[config.mk]
export PLATFORM = sky130hd
export DESIGN_NAME = arp_request_responder_core
export DESIGN_NICKNAME = d
export VERILOG_FILES = /design/src/rtl/core/arp_pkg.sv /design/src/rtl/core/arp_ram.sv /design/src/rtl/core/arp_chk.sv /design/src/rtl/core/arp_request_responder_core.sv
export VERILOG_INCLUDE_DIRS = /design/src /design/src/rtl/core
export SDC_FILE = /design/constraint.sdc
export NUM_CORES = 1
export LEC_CHECK = 0
export ABC_AREA = 1
export BUFFER_PORTS_ARGS = -buffer_cell sky130_fd_sc_hd__buf_2
export CAP_MARGIN = 15
export CORE_ASPECT_RATIO = 1.75
export CORE_MARGIN = 5
export CORE_UTILIZATION = 45
export CTS_BUF_LIST = sky130_fd_sc_hd__clkbuf_8
export CTS_CLUSTER_DIAMETER = 40
export DETAILED_ROUTE_END_ITERATION = 7
export GPL_ROUTABILITY_DRIVEN = 1
export SLEW_MARGIN = 0
export SYNTH_ARGS = -nofsm -noshare
export SYNTH_HDL_FRONTEND = slang
export SYNTH_HIERARCHICAL = 1
export SYNTH_SLANG_ARGS = --single-unit
[constraint.sdc]
create_clock -name clk -period 8.2 [get_ports clk]
set_clock_uncertainty 0.15 [all_clocks]
set_input_delay 0.82 -clock clk [delete_from_list [all_inputs] [get_ports clk]]
set_output_delay 0.82 -clock clk [all_outputs]
set_load 0.02 [all_outputs]
[src/rtl/core/arp_request_responder_core_assert.svh]
// Assertion macros for the ARP responder core.
`ifndef ARP_REQUEST_RESPONDER_CORE_ASSERT_SVH
`define ARP_REQUEST_RESPONDER_CORE_ASSERT_SVH

`ifndef SYNTHESIS

`define ARP_ASSERT_IMP(lbl, c, r, a, b) \
    lbl: assert property (@(posedge c) disable iff (!r) (a) |-> (b)) \
        else $error("arp core: implication check failed");

`define ARP_ASSERT_NXT(lbl, c, r, a, b) \
    lbl: assert property (@(posedge c) disable iff (!r) (a) |=> (b)) \
        else $error("arp core: next-cycle check failed");

`else

`define ARP_ASSERT_IMP(lbl, c, r, a, b)

`define ARP_ASSERT_NXT(lbl, c, r, a, b)

`endif

`endif

[src/rtl/core/arp_pkg.sv]
`timescale 1ns / 1ps
`default_nettype none

package arp_pkg;

    localparam int FRAME_LEN = 42;
    localparam int ADDR_W    = $clog2(FRAME_LEN);
    localparam int MAC_W     = 48;
    localparam int IP_W      = 32;
    localparam int CFG_IDX_W = 1;

    typedef logic [ADDR_W-1:0] addr_t;
    typedef logic [3:0]        status_t;

    localparam addr_t FRAME_CNT = addr_t'(FRAME_LEN);
    localparam addr_t LAST_BYTE = addr_t'(FRAME_LEN - 1);
    localparam addr_t LAST_CHK  = addr_t'(21);

    localparam logic [CFG_IDX_W-1:0] REG_OWN_MAC = 1'b0;
    localparam logic [CFG_IDX_W-1:0] REG_OWN_IP  = 1'b1;

    localparam status_t ST_OK     = 4'd0;
    localparam status_t ST_DEST   = 4'd1;
    localparam status_t ST_ETYPE  = 4'd2;
    localparam status_t ST_HTYPE  = 4'd3;
    localparam status_t ST_PTYPE  = 4'd4;
    localparam status_t ST_HSIZE  = 4'd5;
    localparam status_t ST_PSIZE  = 4'd6;
    localparam status_t ST_OPCODE = 4'd7;
    localparam status_t ST_SHORT  = 4'd8;

    typedef struct packed {
        logic  clear;
        logic  vld;
        addr_t addr;
    } chk_ctl_t;

    typedef struct packed {
        status_t status;
        logic    is_req;
    } chk_res_t;

    function automatic logic [7:0] mac_byte(input logic [MAC_W-1:0] mac,
                                            input logic [2:0] idx);
        logic [7:0] b;
        case (idx)
            3'd0:    b = mac[47:40];
            3'd1:    b = mac[39:32];
            3'd2:    b = mac[31:24];
            3'd3:    b = mac[23:16];
            3'd4:    b = mac[15:8];
            3'd5:    b = mac[7:0];
            default: b = 8'h00;
        endcase
        return b;
    endfunction

    function automatic logic [7:0] ip_byte(input logic [IP_W-1:0] ip,
                                           input logic [1:0] idx);
        logic [7:0] b;
        case (idx)
            2'd0:    b = ip[31:24];
            2'd1:    b = ip[23:16];
            2'd2:    b = ip[15:8];
            default: b = ip[7:0];
        endcase
        return b;
    endfunction

    // store address feeding reply byte k (eth source, then sender MAC/IP)
    function automatic addr_t reply_addr(input addr_t k);
        addr_t a;
        if (k < addr_t'(6))
            a = k + addr_t'(6);
        else
            a = k - addr_t'(10);
        return a;
    endfunction

    function automatic logic [7:0] reply_byte(input addr_t k,
                                              input logic [MAC_W-1:0] mac,
                                              input logic [IP_W-1:0] ip,
                                              input logic [7:0] ram);
        logic [7:0] b;
        case (k) inside
            [6'd0:6'd5], [6'd32:6'd41]: b = ram;
            [6'd6:6'd11]:  b = mac_byte(mac, 3'(k - addr_t'(6)));
            [6'd22:6'd27]: b = mac_byte(mac, 3'(k - addr_t'(22)));
            [6'd28:6'd31]: b = ip_byte(ip, 2'(k - addr_t'(28)));
            6'd12, 6'd16:  b = 8'h08;
            6'd13:         b = 8'h06;
            6'd15:         b = 8'h01;
            6'd18:         b = 8'h06;
            6'd19:         b = 8'h04;
            6'd21:         b = 8'h02;
            default:       b = 8'h00;
        endcase
        return b;
    endfunction

endpackage

`default_nettype wire

[src/rtl/core/arp_ram.sv]
`timescale 1ns / 1ps
`default_nettype none

module arp_ram #(
    parameter int WIDTH = 8,
    parameter int DEPTH = 42
) (
    input  wire logic                     clk,
    input  wire logic                     we,
    input  wire logic [$clog2(DEPTH)-1:0] waddr,
    input  wire logic [WIDTH-1:0]         wdata,
    input  wire logic                     re,
    input  wire logic [$clog2(DEPTH)-1:0] raddr,
    output logic      [WIDTH-1:0]         rdata
);

    logic [WIDTH-1:0] mem [DEPTH];
    logic [WIDTH-1:0] rdata_reg;

    always_ff @(posedge clk)
    begin
        if (we)
        begin
            mem[waddr] <= wdata;
        end
        if (re)
        begin
            rdata_reg <= mem[raddr];
        end
    end

    assign rdata = rdata_reg;

endmodule

`default_nettype wire

[src/rtl/core/arp_chk.sv]
`timescale 1ns / 1ps
`default_nettype none

module arp_chk (
    input  wire logic                     clk,
    input  wire logic                     rst_n,
    input  wire arp_pkg::chk_ctl_t        ctl,
    input  wire logic [7:0]               rd_data,
    input  wire logic [arp_pkg::MAC_W-1:0] own_mac,
    output arp_pkg::chk_res_t             res
);
    import arp_pkg::*;

    logic    bcast_reg, bcast_next;
    logic    mine_reg, mine_next;
    status_t status_reg;
    logic    req_reg;
    status_t fail;

    always_comb
    begin
        bcast_next = bcast_reg && (rd_data == 8'hFF);
        mine_next  = mine_reg && (rd_data == mac_byte(own_mac, ctl.addr[2:0]));
        fail       = ST_OK;
        case (ctl.addr) inside
            6'd5:         fail = (!bcast_next && !mine_next) ? ST_DEST : ST_OK;
            6'd12:        fail = (rd_data != 8'h08) ? ST_ETYPE : ST_OK;
            6'd13:        fail = (rd_data != 8'h06) ? ST_ETYPE : ST_OK;
            6'd14:        fail = (rd_data != 8'h00) ? ST_HTYPE : ST_OK;
            6'd15:        fail = (rd_data != 8'h01) ? ST_HTYPE : ST_OK;
            6'd16:        fail = (rd_data != 8'h08) ? ST_PTYPE : ST_OK;
            6'd17:        fail = (rd_data != 8'h00) ? ST_PTYPE : ST_OK;
            6'd18:        fail = (rd_data != 8'h06) ? ST_HSIZE : ST_OK;
            6'd19:        fail = (rd_data != 8'h04) ? ST_PSIZE : ST_OK;
            6'd20:        fail = (rd_data != 8'h00) ? ST_OPCODE : ST_OK;
            6'd21:        fail = (rd_data != 8'h01 && rd_data != 8'h02) ? ST_OPCODE : ST_OK;
            default:      fail = ST_OK;
        endcase
    end

    always_ff @(posedge clk or negedge rst_n)
    begin
        if (!rst_n)
        begin
            bcast_reg  <= 1'b1;
            mine_reg   <= 1'b1;
            status_reg <= ST_OK;
            req_reg    <= 1'b0;
        end
        else if (ctl.clear)
        begin
            bcast_reg  <= 1'b1;
            mine_reg   <= 1'b1;
            status_reg <= ST_OK;
            req_reg    <= 1'b0;
        end
        else if (ctl.vld)
        begin
            if (ctl.addr < addr_t'(6))
            begin
                bcast_reg <= bcast_next;
                mine_reg  <= mine_next;
            end
            if (status_reg == ST_OK && fail != ST_OK)
            begin
                status_reg <= fail;
            end
            if (ctl.addr == LAST_CHK)
            begin
                req_reg <= (rd_data == 8'h01);
            end
        end
    end

    assign res.status = status_reg;
    assign res.is_req = req_reg;

endmodule

`default_nettype wire

[src/rtl/core/arp_request_responder_core.sv]
// ARP responder core.
// Input channel (in_valid/in_ready): one received frame byte per item, rx_last
// on the final byte. Bytes are taken at one per cycle while a frame arrives;
// the first 42 go into the frame store, the rest are dropped.
// After the last byte in_ready drops. A frame of 42 bytes or more is checked
// by sweeping store addresses 0..21 through the memory read port in S_CHK
// and deciding in S_DEC; its first item is then loaded from S_TX or S_STAT.
// A shorter frame skips this and goes to S_STAT for its status 8 item.
// Output channel (out_valid/out_ready): a valid ARP request gives 42 items,
// the reply frame with tx_valid set and tx_last on the final byte, at one
// item per cycle while out_ready is high; anything else gives one status item
// with tx_last set. Reply bytes are read back from the store one byte ahead.
// in_ready returns once the frame's final item is loaded into the output
// register, so a new frame can start while that item waits to be taken.
// A stalled receiver holds the output register and pauses the reply.
// Configuration: cfg_we writes own_mac (index 0) or own_ip (index 1).
// Reset clears the byte count, configuration and the output register; the
// frame store is not cleared.
`timescale 1ns / 1ps
`default_nettype none

module arp_request_responder_core (
    input  wire logic                         clk,
    input  wire logic                         rst_n,
    input  wire logic                         in_valid,
    output logic                              in_ready,
    input  wire logic [7:0]                   rx_byte,
    input  wire logic                         rx_last,
    output logic                              out_valid,
    input  wire logic                         out_ready,
    output logic [7:0]                        tx_byte,
    output logic                              tx_valid,
    output logic                              tx_last,
    output logic [3:0]                        status,
    input  wire logic                         cfg_we,
    input  wire logic [arp_pkg::CFG_IDX_W-1:0] cfg_index,
    input  wire logic [arp_pkg::MAC_W-1:0]    cfg_data
);
    import arp_pkg::*;

    `include "arp_request_responder_core_assert.svh"

    typedef enum logic [2:0] {
        S_RX,
        S_CHK,
        S_DEC,
        S_TX,
        S_STAT
    } state_t;

    state_t             state_reg;
    addr_t              cnt_reg;
    addr_t              byte_cnt_reg;
    addr_t              eval_addr_reg;
    logic               eval_vld_reg;
    status_t            stat_reg;
    logic [MAC_W-1:0]   own_mac_reg;
    logic [IP_W-1:0]    own_ip_reg;

    logic               out_valid_reg;
    logic [7:0]         tx_byte_reg;
    logic               tx_valid_reg;
    logic               tx_last_reg;
    status_t            status_reg;

    logic               rx_acc;
    logic               load;
    logic               ram_we;
    logic               ram_re;
    addr_t              ram_raddr;
    logic [7:0]         ram_rdata;
    chk_ctl_t           chk_ctl;
    chk_res_t           chk_res;

    assign in_ready = (state_reg == S_RX);
    assign rx_acc   = in_valid && in_ready;
    assign load     = !out_valid_reg || out_ready;
    assign ram_we   = rx_acc && (byte_cnt_reg < FRAME_CNT);

    always_comb
    begin
        ram_re    = 1'b0;
        ram_raddr = cnt_reg;
        case (state_reg)
            S_CHK:
            begin
                ram_re    = (cnt_reg <= LAST_CHK);
                ram_raddr = cnt_reg;
            end
            S_DEC:
            begin
                ram_re    = 1'b1;
                ram_raddr = reply_addr('0);
            end
            S_TX:
            begin
                ram_re    = load && (cnt_reg != LAST_BYTE);
                ram_raddr = reply_addr(cnt_reg + addr_t'(1));
            end
            default:
            begin
                ram_re    = 1'b0;
                ram_raddr = cnt_reg;
            end
        endcase
    end

    assign chk_ctl.clear = rx_acc && rx_last && (byte_cnt_reg >= LAST_BYTE);
    assign chk_ctl.vld   = eval_vld_reg;
    assign chk_ctl.addr  = eval_addr_reg;

    arp_ram #(
        .WIDTH (8),
        .DEPTH (FRAME_LEN)
    ) u_store (
        .clk   (clk),
        .we    (ram_we),
        .waddr (byte_cnt_reg),
        .wdata (rx_byte),
        .re    (ram_re),
        .raddr (ram_raddr),
        .rdata (ram_rdata)
    );

    arp_chk u_chk (
        .clk     (clk),
        .rst_n   (rst_n),
        .ctl     (chk_ctl),
        .rd_data (ram_rdata),
        .own_mac (own_mac_reg),
        .res     (chk_res)
    );

    always_ff @(posedge clk or negedge rst_n)
    begin
        if (!rst_n)
        begin
            own_mac_reg <= '0;
            own_ip_reg  <= '0;
        end
        else if (cfg_we)
        begin
            if (cfg_index == REG_OWN_MAC)
            begin
                own_mac_reg <= cfg_data;
            end
            else if (cfg_index == REG_OWN_IP)
            begin
                own_ip_reg <= cfg_data[IP_W-1:0];
            end
        end
    end

    always_ff @(posedge clk or negedge rst_n)
    begin
        if (!rst_n)
        begin
            state_reg     <= S_RX;
            cnt_reg       <= '0;
            byte_cnt_reg  <= '0;
            eval_addr_reg <= '0;
            eval_vld_reg  <= 1'b0;
            stat_reg      <= ST_OK;
            out_valid_reg <= 1'b0;
            tx_byte_reg   <= '0;
            tx_valid_reg  <= 1'b0;
            tx_last_reg   <= 1'b0;
            status_reg    <= ST_OK;
        end
        else
        begin
            if ((state_reg inside {S_TX, S_STAT}) && load)
            begin
                out_valid_reg <= 1'b1;
            end
            else if (out_valid_reg && out_ready)
            begin
                out_valid_reg <= 1'b0;
            end
            eval_vld_reg  <= ram_re && (state_reg == S_CHK);
            eval_addr_reg <= cnt_reg;
            case (state_reg)
                S_RX:
                begin
                    if (rx_acc)
                    begin
                        if (rx_last)
                        begin
                            byte_cnt_reg <= '0;
                            cnt_reg      <= '0;
                            if (byte_cnt_reg < LAST_BYTE)
                            begin
                                stat_reg  <= ST_SHORT;
                                state_reg <= S_STAT;
                            end
                            else
                            begin
                                state_reg <= S_CHK;
                            end
                        end
                        else if (byte_cnt_reg < FRAME_CNT)
                        begin
                            byte_cnt_reg <= byte_cnt_reg + addr_t'(1);
                        end
                    end
                end
                S_CHK:
                begin
                    if (cnt_reg <= LAST_CHK)
                    begin
                        cnt_reg <= cnt_reg + addr_t'(1);
                    end
                    if (eval_vld_reg && eval_addr_reg == LAST_CHK)
                    begin
                        state_reg <= S_DEC;
                    end
                end
                S_DEC:
                begin
                    cnt_reg  <= '0;
                    stat_reg <= chk_res.status;
                    if (chk_res.status == ST_OK && chk_res.is_req)
                    begin
                        state_reg <= S_TX;
                    end
                    else
                    begin
                        state_reg <= S_STAT;
                    end
                end
                S_TX:
                begin
                    if (load)
                    begin
                        tx_byte_reg   <= reply_byte(cnt_reg, own_mac_reg, own_ip_reg,
                                                    ram_rdata);
                        tx_valid_reg  <= 1'b1;
                        tx_last_reg   <= (cnt_reg == LAST_BYTE);
                        status_reg    <= ST_OK;
                        if (cnt_reg == LAST_BYTE)
                        begin
                            cnt_reg   <= '0;
                            state_reg <= S_RX;
                        end
                        else
                        begin
                            cnt_reg <= cnt_reg + addr_t'(1);
                        end
                    end
                end
                S_STAT:
                begin
                    if (load)
                    begin
                        tx_byte_reg   <= '0;
                        tx_valid_reg  <= 1'b0;
                        tx_last_reg   <= 1'b1;
                        status_reg    <= stat_reg;
                        state_reg     <= S_RX;
                    end
                end
                default:
                begin
                    state_reg <= S_RX;
                end
            endcase
        end
    end

    assign out_valid = out_valid_reg;
    assign tx_byte   = tx_byte_reg;
    assign tx_valid  = tx_valid_reg;
    assign tx_last   = tx_last_reg;
    assign status    = status_reg;

    `ARP_ASSERT_NXT(a_lock_after_last, clk, rst_n, rx_acc && rx_last, !in_ready)
    `ARP_ASSERT_IMP(a_store_locked, clk, rst_n,
                    out_valid_reg && tx_valid_reg && !tx_last_reg, !in_ready)
    `ARP_ASSERT_IMP(a_count_bound, clk, rst_n, 1'b1, byte_cnt_reg <= FRAME_CNT)
    `ARP_ASSERT_IMP(a_reply_ok, clk, rst_n, out_valid_reg && tx_valid_reg,
                    status_reg == ST_OK)

endmodule

`default_nettype wire
; ---- After elaboration in Yosys (flattened, before gate mapping)
; Memories as Yosys holds them, arrays and structs flattened. A register that Yosys moved wholly into a read port is not among the register bits.
; Cells that the tools add are included.
[totals]
regBits = 128
mem_bits_rw = 336
inputBits = 63
output_inout_bits = 16
wordCells = 239
n_memories = 1
[classes]
addsub = 7
n_lt_le_gt_ge = 16
n_eq_ne = 57
n_mux = 87
bitwise_logic = 1
n_reduce_logical = 53
[mem_list]
columns = memory, words, width, rd, rd_ports_with_merged_regs, write_ports, line
row1 = u_store.mem, 42, 8, 1, 1, 1, arp_ram.sv:17  ; logic [WIDTH-1:0] mem [DEPTH];
[op_table]
columns = op, n
row1 = one-hot mux 8 bit (6 select lines), 3
row2 = 2-to-1 mux 4 bit, 20
row3 = equality test 6 x 5 -> 1 bit (second input constant), 10
row4 = 2-to-1 mux 3 bit, 18
row5 = 2-to-1 mux 6 bit, 8
row6 = 2-to-1 mux 8 bit, 6
row7 = equality test 6 x 4 -> 1 bit (second input constant), 7
row8 = equality test 3 x 2 -> 1 bit (second input constant), 8
row9 = one-hot mux 6 bit (4 select lines), 1
row10 = one-hot mux 8 bit (3 select lines), 1
row11 = equality test 3 bit (second input constant), 7
row12 = logical AND 1 bit, 20
row13 = <= comparator 6 x 5 -> 1 bit (second input constant), 3
row14 = 2-to-1 mux 1 bit, 17
row15 = inequality test 8 x 3 -> 1 bit (second input constant), 2
row16 = one-hot mux 4 bit (2 select lines), 2
row17 = one-hot mux 8 bit (2 select lines), 1
row18 = nonzero test 2 bit, 8
row19 = one-hot mux 3 bit (5 select lines), 1
row20 = adder 6 x 1 -> 6 bit (second input constant), 2
row21 = equality test 3 x 1 -> 1 bit (second input constant), 4
row22 = greater-or-equal comparator 6 x 5 -> 1 bit (second input constant), 2
row23 = greater-or-equal comparator 6 bit (second input constant), 2
row24 = zero test 3 bit, 4
row25 = 41 further kinds, 64

; ---- Logic depth before layout (Yosys ltp)
; Gate-level depths: netlist of the first run.
[depth]
word_depth = 19
ltp_mapped = 18
mapped_depth_nobuf = 16

; ---- Cells and area by module
; The synthesis of the first run kept the hierarchy.
[by_module_without_submodules]
columns = mod, instances, cells_per_inst, area_per_inst_um2, seq_area_each_um2
row1 = arp_ram, 1, 1171, 14063.5, 10329.9
row2 = arp_request_responder_core, 1, 822, 6397.4, 3027.9
row3 = arp_chk, 1, 251, 1243.7, 152.6

; ---- Least setup slack after synthesis of the first run
; Ideal clock, no wire load.
[synth_path]
path_kind = register -> register
from = register cnt_reg[1]
to = register u_store.rdata_reg[0] (netlist: u_store/rdata[0]), read port of u_store.mem (data pin)
setup_time_ns = 0.253
arrival_time_ns = 2.394
required_ns = 7.797
setup_slack_ns = 5.403
path_stages_with_launch = 16
path_buffers = 2
period_less_slack_ns = 2.797
cell_sequence = dfrtp_1 > ha_1 > buf_2 > inv_1 > nor2_1 > nand2_1 > nand2_1 > nand4_1 > ha_1 > a21oi_1 > nor2_1 > o21ai_0 > clkbuf_1 > inv_1 > nand3_1 > nand2_1
[synth_via]
elab_chain_len = 4
elab_cells_between_ends = 10
cone_classes = 3 x add/sub / 2 x order compare / 1 x eq/ne / 3 x mux / 1 x reduce/logical
[synth_lines]
columns = element, line
row1 = start: declaration, arp_request_responder_core.sv:52  ; addr_t cnt_reg;
row2 = start signal: assignment, arp_request_responder_core.sv:211  ; cnt_reg <= cnt_reg + addr_t'(1);
row3 = start signal: assignment, arp_request_responder_core.sv:247  ; cnt_reg <= cnt_reg + addr_t'(1);
row4 = adder 6 x 1 -> 6 bit (*), arp_request_responder_core.sv:98  ; ram_raddr = reply_addr(cnt_reg + addr_t'(1));
row5 = subtractor 6 x 4 -> 6 bit (tied with other cells), arp_pkg.sv:76  ; a = k - addr_t'(10);
row6 = 2-to-1 mux 6 bit (*), arp_pkg.sv:73  ; if (k < addr_t'(6))
row7 = one-hot mux 6 bit (2 select lines) (*), arp_request_responder_core.sv:84  ; case (state_reg)
row8 = via ram_raddr[5], arp_request_responder_core.sv:70  ; addr_t ram_raddr;
row9 = end: declaration, arp_ram.sv:18  ; logic [WIDTH-1:0] rdata_reg;
; Mark *: on every way through the listed nets, which the timed path passes. The rest lies on a longest branch.
; A chain may end at the register's enable or synchronous reset.

; ---- Final worst setup path of the first run
[layout_path]
from = register cnt_reg[1]
to = register u_store.rdata_reg[5] (netlist: u_store/rdata[5]), read port of u_store.mem (data pin)
; The elaborated chain is that of the path after synthesis.

==> run summary, run 1 <==
Status: complete, no violations
Commonest non-fill, non-tap cell in the layout: sky130_fd_sc_hd__nand2_1
Mean number of vias per cell: 5.52
Tightest hold margin: 0.260 ns
Cell depth of the worst setup path: 15
Maximum buffer depth of the clock tree: 3
Fraction of the yosys area taken by sequential cells: 62.2%
Critical path startpoint category: flop
Max-cap violations: 0
Headroom to the max-slew limit: 28.0%
Sort of element at the end of the critical path: flop
Placed cell areas: 22300 µm²
Arr. time, crit path: 4.65 ns
TritonCTS sink count: 471
Leakage Power: 0.00995 µW
Data required time of the critical path: 8.43 ns
Initial antenna violation count: 1
Number of enable flip-flop cells after synthesis: 344
Worst ir drop on vdd: 0.119 mV
Final sum of negative setup slack: 0 ns
Worst-Margin Slew: 1.08 ns
Critical register-to-register path endpoint: u_store/rdata[5]
Count of input and output buffers: 78
Largest fanout on the critical path: 41
Top-Level Pins: 79
Clock slew seen by the registers of the worst setup and hold paths: 0.07 ns
Number of warnings reported in the yosys synthesis log: 6
Per-cell routed wire length: 22.0 µm
Synth-to-Final Area Change: 9.70%
Post-detailed-routing wire length: 65100 µm
Worst setup startpoint: cnt_reg[1]
Clock tree from TritonCTS: yes
Type of the worst setup path: flop to flop
Global router's overall resource usage: 24.7%
Period minus WS final: 4.42 ns
Overall power after layout: 5140 µW
Layout cells sized above 1: 11.5%
Flip-flop count of the largest register, all copies and words added: 336
Netlist area before placement: 21700 µm²
Most used cells in the layout excluding fill and tap cells: sky130_fd_sc_hd__nand2_1, sky130_fd_sc_hd__edfxtp_1, sky130_fd_sc_hd__nand3_1
Setup-failing EPs final: 0
Syn_area_per_cell: 9.67 µm²
Worst hold path class: primary input to flop
Final standard cell area without fillers: 23800 µm²
Number of global-route vias before repair: 16700
Number of cell instances on the worst register-to-register path: 15
Max Slew Vio Count: 0
Number of buffers inserted to repair setup after CTS: 0
Final Net Count: 2380
1st-pass router iterations: 6
Number of violations reported at the end of detailed-routing iteration 0: 1364
Clk Latency, worst-skew pair: 0.65 ns
Syn nets: 2320
FFs w/ async S/R, synth: 27.0%
Worst-path cell with the longest stage delay: sky130_fd_sc_hd__ha_1
Detailed placer's ending HPWL: 43500 µm
Remaining antenna violation count: 0
Pwr dens: 216 nW/µm²
Std-Cell Rows: 106
Setup slack of the worst register-to-register path: 3.78 ns
Count of H-tree levels built during CTS: 3
F_max: 226 MHz
Setup repair after global routing missed its margin: false
Critical Path Most Common Cell: sky130_fd_sc_hd__nand2_1
Origin of the critical flop-to-flop path: cnt_reg[1]
Count of endpoints failing hold in the final timing report: 0
Remaining global-route overflow: 0
Register bit count reported by yosys: 471
Full die area: 52900 µm²
Die outline height: 301 µm
Largest net degree at the start of global routing: 178
Core box area: 47700 µm²
Most common flop cell mapped by yosys: sky130_fd_sc_hd__edfxtp_1
Remaining design rule violation count: 0
Cts bufs inserted: 74
Via count: 16300
Capturing instance or port of the critical path: u_store/rdata[5]
Buffers plus inverters on the worst setup path: 4
Initial core utilization: 45.5%
Weighted congestion reported at the end of routability-driven placement: 0.931
Top delay family on crit path: buffers and inverters
Clk Tree Root Cell: sky130_fd_sc_hd__clkbuf_8
First-pass GRT wire length: 98700 µm
Crit share post-route: 53.8%
Distinct cell type count after synthesis: 48
Slowest stage delay, CP: 0.73 ns
Number of standard cells after synthesis: 2244
Cells along the critical path: ha_1, xor2_1, inv_1, ha_1, nand2_1, o21ai_0, inv_1, buf_4, inv_2, nand3_1, nand2_1, nand2_1, nand3_1, nand3_1, nand2_1
Die X-Extent: 176 µm
## worst reg2reg max path, stage by stage (launching register included)
cell and delay [ns]:
sky130_fd_sc_hd__dfrtp_1 0.49, sky130_fd_sc_hd__ha_1 0.73, sky130_fd_sc_hd__xor2_1 0.38, sky130_fd_sc_hd__inv_1 0.08, sky130_fd_sc_hd__ha_1 0.30, sky130_fd_sc_hd__nand2_1 0.07, sky130_fd_sc_hd__o21ai_0 0.07, sky130_fd_sc_hd__inv_1 0.07
sky130_fd_sc_hd__buf_4 0.45, sky130_fd_sc_hd__inv_2 0.51, sky130_fd_sc_hd__nand3_1 0.25, sky130_fd_sc_hd__nand2_1 0.14, sky130_fd_sc_hd__nand2_1 0.14, sky130_fd_sc_hd__nand3_1 0.11, sky130_fd_sc_hd__nand3_1 0.15, sky130_fd_sc_hd__nand2_1 0.07
## how the worst min path moves through the flow
stage	start	end	slack, ns	cells after the start
after global routing	cfg_data[40]	own_mac_reg[40]	0.24	2
after detailed placement	status[1]	status[1]	0.31	2
final	cfg_data[43]	own_mac_reg[43]	0.26	2
after floorplan	cnt_reg[5]	eval_addr_reg[5]	0.20	0
after CTS	cfg_data[40]	own_mac_reg[40]	0.23	2
after global placement	status[1]	status[1]	0.31	2
## where the power goes
| part | internal (µW) | switching (µW) |
|---|---|---|
| logic | 111 | 294 |
| registers | 2670 | 86.1 |
| clock network | 1040 | 946 |
| total | 3820 | 1330 |
## Yosys cell counts, types with 3 or more instances
cell / instances / share of area (%)
sky130_fd_sc_hd__ha_1: 13 / 0.75
sky130_fd_sc_hd__mux2_2: 16 / 0.83
sky130_fd_sc_hd__buf_6: 19 / 0.99
sky130_fd_sc_hd__nor2_4: 5 / 0.26
sky130_fd_sc_hd__nor2_1: 169 / 2.9
sky130_fd_sc_hd__nand2_2: 15 / 0.43
sky130_fd_sc_hd__nand2_1: 711 / 12
sky130_fd_sc_hd__nand4_1: 21 / 0.61
sky130_fd_sc_hd__buf_1: 6 / 0.10
sky130_fd_sc_hd__a21oi_2: 4 / 0.16
sky130_fd_sc_hd__edfxtp_1: 344 / 48
sky130_fd_sc_hd__inv_4: 3 / 0.086
sky130_fd_sc_hd__o211ai_1: 25 / 0.86
sky130_fd_sc_hd__nor2_2: 7 / 0.20
sky130_fd_sc_hd__clkbuf_1: 31 / 0.54
sky130_fd_sc_hd__buf_4: 16 / 0.55
sky130_fd_sc_hd__o21ai_1: 5 / 0.12
sky130_fd_sc_hd__xor2_1: 3 / 0.12
sky130_fd_sc_hd__nand3_1: 341 / 7.9
sky130_fd_sc_hd__a21oi_1: 19 / 0.44
sky130_fd_sc_hd__nor3_1: 7 / 0.16
sky130_fd_sc_hd__o21ai_2: 8 / 0.32
sky130_fd_sc_hd__inv_1: 141 / 2.4
sky130_fd_sc_hd__buf_2: 34 / 0.78
sky130_fd_sc_hd__dfrtp_1: 125 / 14
sky130_fd_sc_hd__inv_2: 11 / 0.19
sky130_fd_sc_hd__o21ai_0: 120 / 2.8
## what timing repair did
action                                 in CTS  in global routing
endpoints found under the hold margin      48                  0
hold buffers                                1                  0
resized for setup                           0                  0
## per-stage QoR
| step | setup slack [ns] | std cells | utilization (%) |
|---|---|---|---|
| after global placement | 3.25 | 2819 | 46.7 |
| after CTS | 3.80 | 2957 | 49.9 |
| after global routing | 3.53 | 2958 | 49.9 |
| after detailed placement | 3.83 | 2821 | 46.8 |
| final | 3.78 | 2958 | 49.9 |
| after floorplan | 5.40 | 2244 | - |
## metal layers
layer | vias to the layer above | GRT usage [%] | part of all wire (%)
met2 | 584 | 46.6 | 54
met1 | 7870 | 24.4 | 33
met3 | 208 | 3.38 | 4.8
met5 | - | 0 | 0
li1 | 7666 | - | -
met4 | 0 | 17.3 | 7.8
## final cells by class
| type | count | area [µm²] |
|---|---|---|
| inverters | 157 | 602 |
| fillers | 4469 | 23900 |
| repair buffers | 91 | 517 |
| multi-input cells | 1509 | 6970 |
| clock inverters | 55 | 368 |
| diodes | 1 | 2.50 |
| clock buffers | 80 | 1100 |
| flip-flops and latches | 471 | 13500 |
| well taps | 594 | 743 |
## cell families after synthesis
kind of cell / synth area share [%]
simple gates: 25.3
buf+inv: 5.81
compound gates: 4.91
xor+xnor: 0.161
fa+ha+maj: 0.749
flops: 62.2
mux: 0.830
other cells: 0.0173
(Power assumes the default switching activity.)
==> inputs of run 2 (changes only) <==
Clock period 8.2 ns to 3.83 ns, I/O delays scaled along.
==> run 2 against run 1 <==
- worst hold slack worse by 0.13 ns
- cell area up 3.4%
- via count up 0.47%
- global-route usage down 0.32 points
- non-clock buffer count up 103
- sequential share of layout area down 1.9 points
- critical endpoint unchanged
==> run summary, run 2 (synthesis results as in run 1) <==
Mean number of vias per cell: 5.37
Max Slew Vio Count: 0
Most used cells in the layout excluding fill and tap cells: sky130_fd_sc_hd__nand2_1, sky130_fd_sc_hd__edfxtp_1, sky130_fd_sc_hd__nand3_1
Number of violations reported at the end of detailed-routing iteration 0: 1289
Initial antenna violation count: 1
Initial core utilization: 45.5%
Worst hold path class: primary input to flop
Slowest stage delay, CP: 0.48 ns
Buffers plus inverters on the worst setup path: 2
Number of buffers inserted to repair setup after CTS: 0
Count of endpoints failing hold in the final timing report: 0
Commonest non-fill, non-tap cell in the layout: sky130_fd_sc_hd__nand2_1
Maximum buffer depth of the clock tree: 3
Flip-flop count of the largest register, all copies and words added: 336
Sort of element at the end of the critical path: flop
Count of input and output buffers: 78
Cts bufs inserted: 73
Die X-Extent: 176 µm
Clk Latency, worst-skew pair: 0.65 ns
Synth-to-Final Area Change: 13.4%
Worst-Margin Slew: 1.03 ns
TritonCTS sink count: 471
Headroom to the max-slew limit: 31.2%
Status: complete, no violations
Setup repair after global routing missed its margin: false
Clock tree from TritonCTS: yes
Max-cap violations: 0
Top delay family on crit path: adder cells
Top-Level Pins: 79
Crit share post-route: 87.0%
Full die area: 52900 µm²
Cells along the critical path: inv_1, ha_1, nand2_1, nand4_1, ha_1, a21oi_1, nor2_1, o21ai_0, inv_1, nand3_1, nand2_1
Per-cell routed wire length: 21.1 µm
Clock slew seen by the registers of the worst setup and hold paths: 0.07 ns
Remaining antenna violation count: 0
Worst ir drop on vdd: 0.240 mV
Clk Tree Root Cell: sky130_fd_sc_hd__clkbuf_8
Post-detailed-routing wire length: 64300 µm
Period minus WS final: 3.33 ns
Largest net degree at the start of global routing: 89
Type of the worst setup path: flop to flop
Detailed placer's ending HPWL: 44400 µm
Arr. time, crit path: 3.57 ns
F_max: 300 MHz
Critical path startpoint category: flop
Std-Cell Rows: 106
Final core utilization: 51.6%
Global router's overall resource usage: 24.3%
Layout cells sized above 1: 13.0%
Resized cells post-CTS: 0
Pwr dens: 438 nW/µm²
Core box area: 47700 µm²
Data required time of the critical path: 4.07 ns
Leakage Power: 0.0103 µW
1st-pass router iterations: 5
Setup-failing EPs final: 0
Die outline height: 301 µm
Via count: 16400
Count of H-tree levels built during CTS: 3
Number of global-route vias before repair: 16900
Final sum of negative setup slack: 0 ns
First-pass GRT wire length: 97900 µm
Largest fanout on the critical path: 8
Remaining global-route overflow: 0
Worst-path cell with the longest stage delay: sky130_fd_sc_hd__dfrtp_1
Setup slack of the worst register-to-register path: 0.50 ns
Final Net Count: 2482
Remaining design rule violation count: 0
Weighted congestion reported at the end of routability-driven placement: 0.945
==> run 2: path summary, 6_finish.rpt <==
| kind | to | start | depth (start not counted) |
|---|---|---|---|
| min | stat_reg[3] | in_valid | 5 |
| min reg2reg | status[3] | status[3] | 2 |
| max | u_store/rdata[5] | cnt_reg[0] | 11 |
| max in group asynchronous | u_chk/bcast_reg | rst_n | 3 |
| min in group asynchronous | own_ip_reg[19] | rst_n | 2 |
| max reg2reg | u_store/rdata[5] | cnt_reg[0] | 11 |
==> run 2: power by group <==
group / total [µW] / switching (µW) / internal [µW]
registers: 5890 / 184 / 5710
clock network: 3970 / 1990 / 1980
logic: 933 / 638 / 295
total: 10800 / 2810 / 7980
==> run 2: routing by layer <==
| layer | track usage, % | share of wire [%] |
|---|---|---|
| met3 | 3.66 | 4.0 |
| met2 | 45.9 | 54 |
| met1 | 24.2 | 34 |
| met5 | 0 | 0 |
| met4 | 16.6 | 7.6 |
==> run 2: worst register-to-register path, stage by stage (launching register included) <==
cell	delay, ns
sky130_fd_sc_hd__dfrtp_1	0.48
sky130_fd_sc_hd__inv_1	0.21
sky130_fd_sc_hd__ha_1	0.38
sky130_fd_sc_hd__nand2_1	0.11
sky130_fd_sc_hd__nand4_1	0.11
sky130_fd_sc_hd__ha_1	0.33
sky130_fd_sc_hd__a21oi_1	0.18
sky130_fd_sc_hd__nor2_1	0.06
sky130_fd_sc_hd__o21ai_0	0.48
sky130_fd_sc_hd__inv_1	0.34
sky130_fd_sc_hd__nand3_1	0.18
sky130_fd_sc_hd__nand2_1	0.06
==> run 2: final cells by class <==
type | instances | area, µm²
fill | 4443 | 23100
sequential | 471 | 13500
multi-input combinational | 1509 | 6960
timing repair buffer | 194 | 1450
clock buffer | 78 | 1070
tap | 594 | 743
inverter | 157 | 602
clock inverter | 50 | 279
antenna | 1 | 2.50
==> run 2: repair_timing <==
action,CTS,global route
hold endpoints to repair,170,0
endpoints found under the setup margin,0,0
hold buffers,51,0
==> run 2: through the flow <==
step                instance area, µm²  setup WS (ns)  instances  hold WS [ns]  power [µW]
detailed placement               22800          0.492       2874         0.312        6890
finish                           24600          0.497       3054         0.127       10800
global placement                 22800          0.544       2874         0.314        6860
floorplan                        21700           1.03       2244       -0.0626        6460
global route                     24600          0.194       3054         0.139       11300
CTS                              24600          0.456       3053        0.0686       10900
==> inputs of run 3 (changes only) <==
Settings changed: PLACE_DENSITY set to 0.64.
==> run 3 against run 2 <==
- die area unchanged
- wire length is 5.2% lower
- sequential cell count unchanged
- largest cell class unchanged
- clock power about the same
- via count up 0.98%
- register-to-register slack worse by 0.05 ns
- critical endpoint is now u_store/rdata[1]
- non-clock buffer count grew 6
- final cell count rose by 0.39%
- first-iteration DRC count shrank 6.1%
- critical path depth rose by 6
- core utilization up 0.20 points
==> run summary, run 3 (synthesis results as in run 1) <==
Per-cell routed wire length: 19.9 µm
Number of global-route vias before repair: 16600
Full die area: 52900 µm²
Setup repair after global routing missed its margin: false
Detailed placer's ending HPWL: 42000 µm
Initial core utilization: 45.5%
TritonCTS sink count: 471
Data required time of the critical path: 4.17 ns
Global router's overall resource usage: 22.9%
Mean number of vias per cell: 5.40
First-pass GRT wire length: 93300 µm
Leakage Power: 0.0104 µW
Via count: 16600
Flip-flop count of the largest register, all copies and words added: 336
Layout cells sized above 1: 13.2%
Remaining design rule violation count: 0
Die X-Extent: 176 µm
Remaining global-route overflow: 0
Crit share post-route: 88.3%
Setup WS post-layout: 0.446 ns
WL met2: 31900 µm
Placed cells: 2880
Std-Cell Rows: 106
Die outline height: 301 µm
Synth-to-Final Area Change: 13.9%
Wl on met1: 21300 µm
Clk Latency, worst-skew pair: 0.62 ns
Max Slew Vio Count: 0
Cts bufs inserted: 73
1st-pass router iterations: 5
Met3 wirelength from detailed routing: 2790 µm
Status: complete, no violations
Setup-failing EPs final: 0
Count of H-tree levels built during CTS: 3
Most used cells in the layout excluding fill and tap cells: sky130_fd_sc_hd__nand2_1, sky130_fd_sc_hd__edfxtp_1, sky130_fd_sc_hd__nand3_1
Max-cap violations: 0
Weighted congestion reported at the end of routability-driven placement: 0.947
Final sum of negative setup slack: 0 ns
F_max: 296 MHz
Worst ir drop on vdd: 0.249 mV
Worst hold path class: primary input to asynchronous set/reset pin
Clk Tree Root Cell: sky130_fd_sc_hd__clkbuf_8
Core box area: 47700 µm²
Final Net Count: 2488
Highest layer used for signal routing: met4
Worst slack at placement: 0.459 ns
Clock tree from TritonCTS: yes
Maximum buffer depth of the clock tree: 3
Largest net degree at the start of global routing: 177
Post-detailed-routing wire length: 61000 µm
Headroom to the max-slew limit: 34.8%
Top-Level Pins: 79
Worst-Margin Slew: 0.975 ns
Resized cells post-CTS: 0
Initial antenna violation count: 2
Count of input and output buffers: 78
Sort of element at the end of the critical path: flop
Period minus WS final: 3.38 ns
Clock slew seen by the registers of the worst setup and hold paths: 0.06 ns
Commonest non-fill, non-tap cell in the layout: sky130_fd_sc_hd__nand2_1
Number of violations reported at the end of detailed-routing iteration 0: 1210
Pwr dens: 437 nW/µm²
Critical path startpoint category: flop
Type of the worst setup path: flop to flop
Post-route non-filler standard cell count: 3066
Final standard cell area without fillers: 24700 µm²
Count of endpoints failing hold in the final timing report: 0
Largest fanout on the critical path: 47
Placed cell areas: 22800 µm²
Arr. time, crit path: 3.72 ns
Remaining antenna violation count: 0
-- run 3: path summary, 6_finish.rpt --
| path | startpoint | endpoint | slack [ns] | cells after the start |
|---|---|---|---|---|
| min in group clk | rx_byte[6] | u_store/mem[9][6] | 0.26 | 1 |
| setup / recovery | state_reg[0] | u_store/rdata[1] | 0.45 | 17 |
| hold / removal | rst_n | own_ip_reg[16] | 0.26 | 2 |
| setup reg to reg | state_reg[0] | u_store/rdata[1] | 0.45 | 17 |
| hold reg to reg | status[3] | status[3] | 0.33 | 2 |
| max in group asynchronous | rst_n | u_chk/mine_reg | 2.36 | 3 |
-- run 3: power by group --
part / internal [µW] / leakage (µW) / switching (µW) / total, µW
clock network: 2000 / 0.000779 / 1970 / 3970
registers: 5710 / 0.00470 / 187 / 5890
logic: 291 / 0.00492 / 647 / 938
total: 8000 / 0.0104 / 2810 / 10800
-- run 3: cell type report --
| class | count | area (µm²) |
|---|---|---|
| fill | 4333 | 23000 |
| sequential | 471 | 13500 |
| multi-input combinational | 1509 | 6960 |
| timing repair buffer | 200 | 1530 |
| clock buffer | 76 | 1050 |
| tap | 594 | 743 |
| inverter | 157 | 602 |
| clock inverter | 57 | 319 |
| antenna | 2 | 5.00 |
-- run 3: timing repair --
| item | in CTS | in global routing |
|---|---|---|
| endpoints found under the hold margin | 177 | 0 |
| hold buffers | 51 | 0 |
| buffers inserted | 0 | 0 |
-- run 3: critical path, stage by stage, from the launching register on --
cell	delay, ns
sky130_fd_sc_hd__dfrtp_1	0.42
sky130_fd_sc_hd__nor2_2	0.18
sky130_fd_sc_hd__inv_1	0.05
sky130_fd_sc_hd__nor2_1	0.27
sky130_fd_sc_hd__inv_1	0.19
sky130_fd_sc_hd__nand2_1	0.28
sky130_fd_sc_hd__o21ai_4	0.12
sky130_fd_sc_hd__inv_6	0.33
sky130_fd_sc_hd__buf_12	0.27
sky130_fd_sc_hd__buf_4	0.20
sky130_fd_sc_hd__nand2_1	0.06
sky130_fd_sc_hd__nand3_1	0.06
sky130_fd_sc_hd__nand3_1	0.09
sky130_fd_sc_hd__nand2_1	0.11
sky130_fd_sc_hd__nand2_1	0.06
sky130_fd_sc_hd__nand3_1	0.18
sky130_fd_sc_hd__nand3_1	0.11
sky130_fd_sc_hd__nand2_1	0.07
-- run 3: routing by layer --
metal | GRT usage, % | up-vias
li1 | - | 7890
met5 | 0 | -
met2 | 41.7 | 573
met1 | 23.8 | 7905
met3 | 3.20 | 197
met4 | 16.9 | 0
-- run 3: per-stage QoR --
step | hold WS, ns | total power [µW] | util (%)
after CTS | 0.220 | 10900 | 51.7
after detailed placement | 0.325 | 6890 | 47.8
after floorplan | -0.0626 | 6460 | -
after global placement | 0.318 | 6860 | 47.8
final | 0.260 | 10800 | 51.8
after global routing | 0.261 | 11300 | 51.8
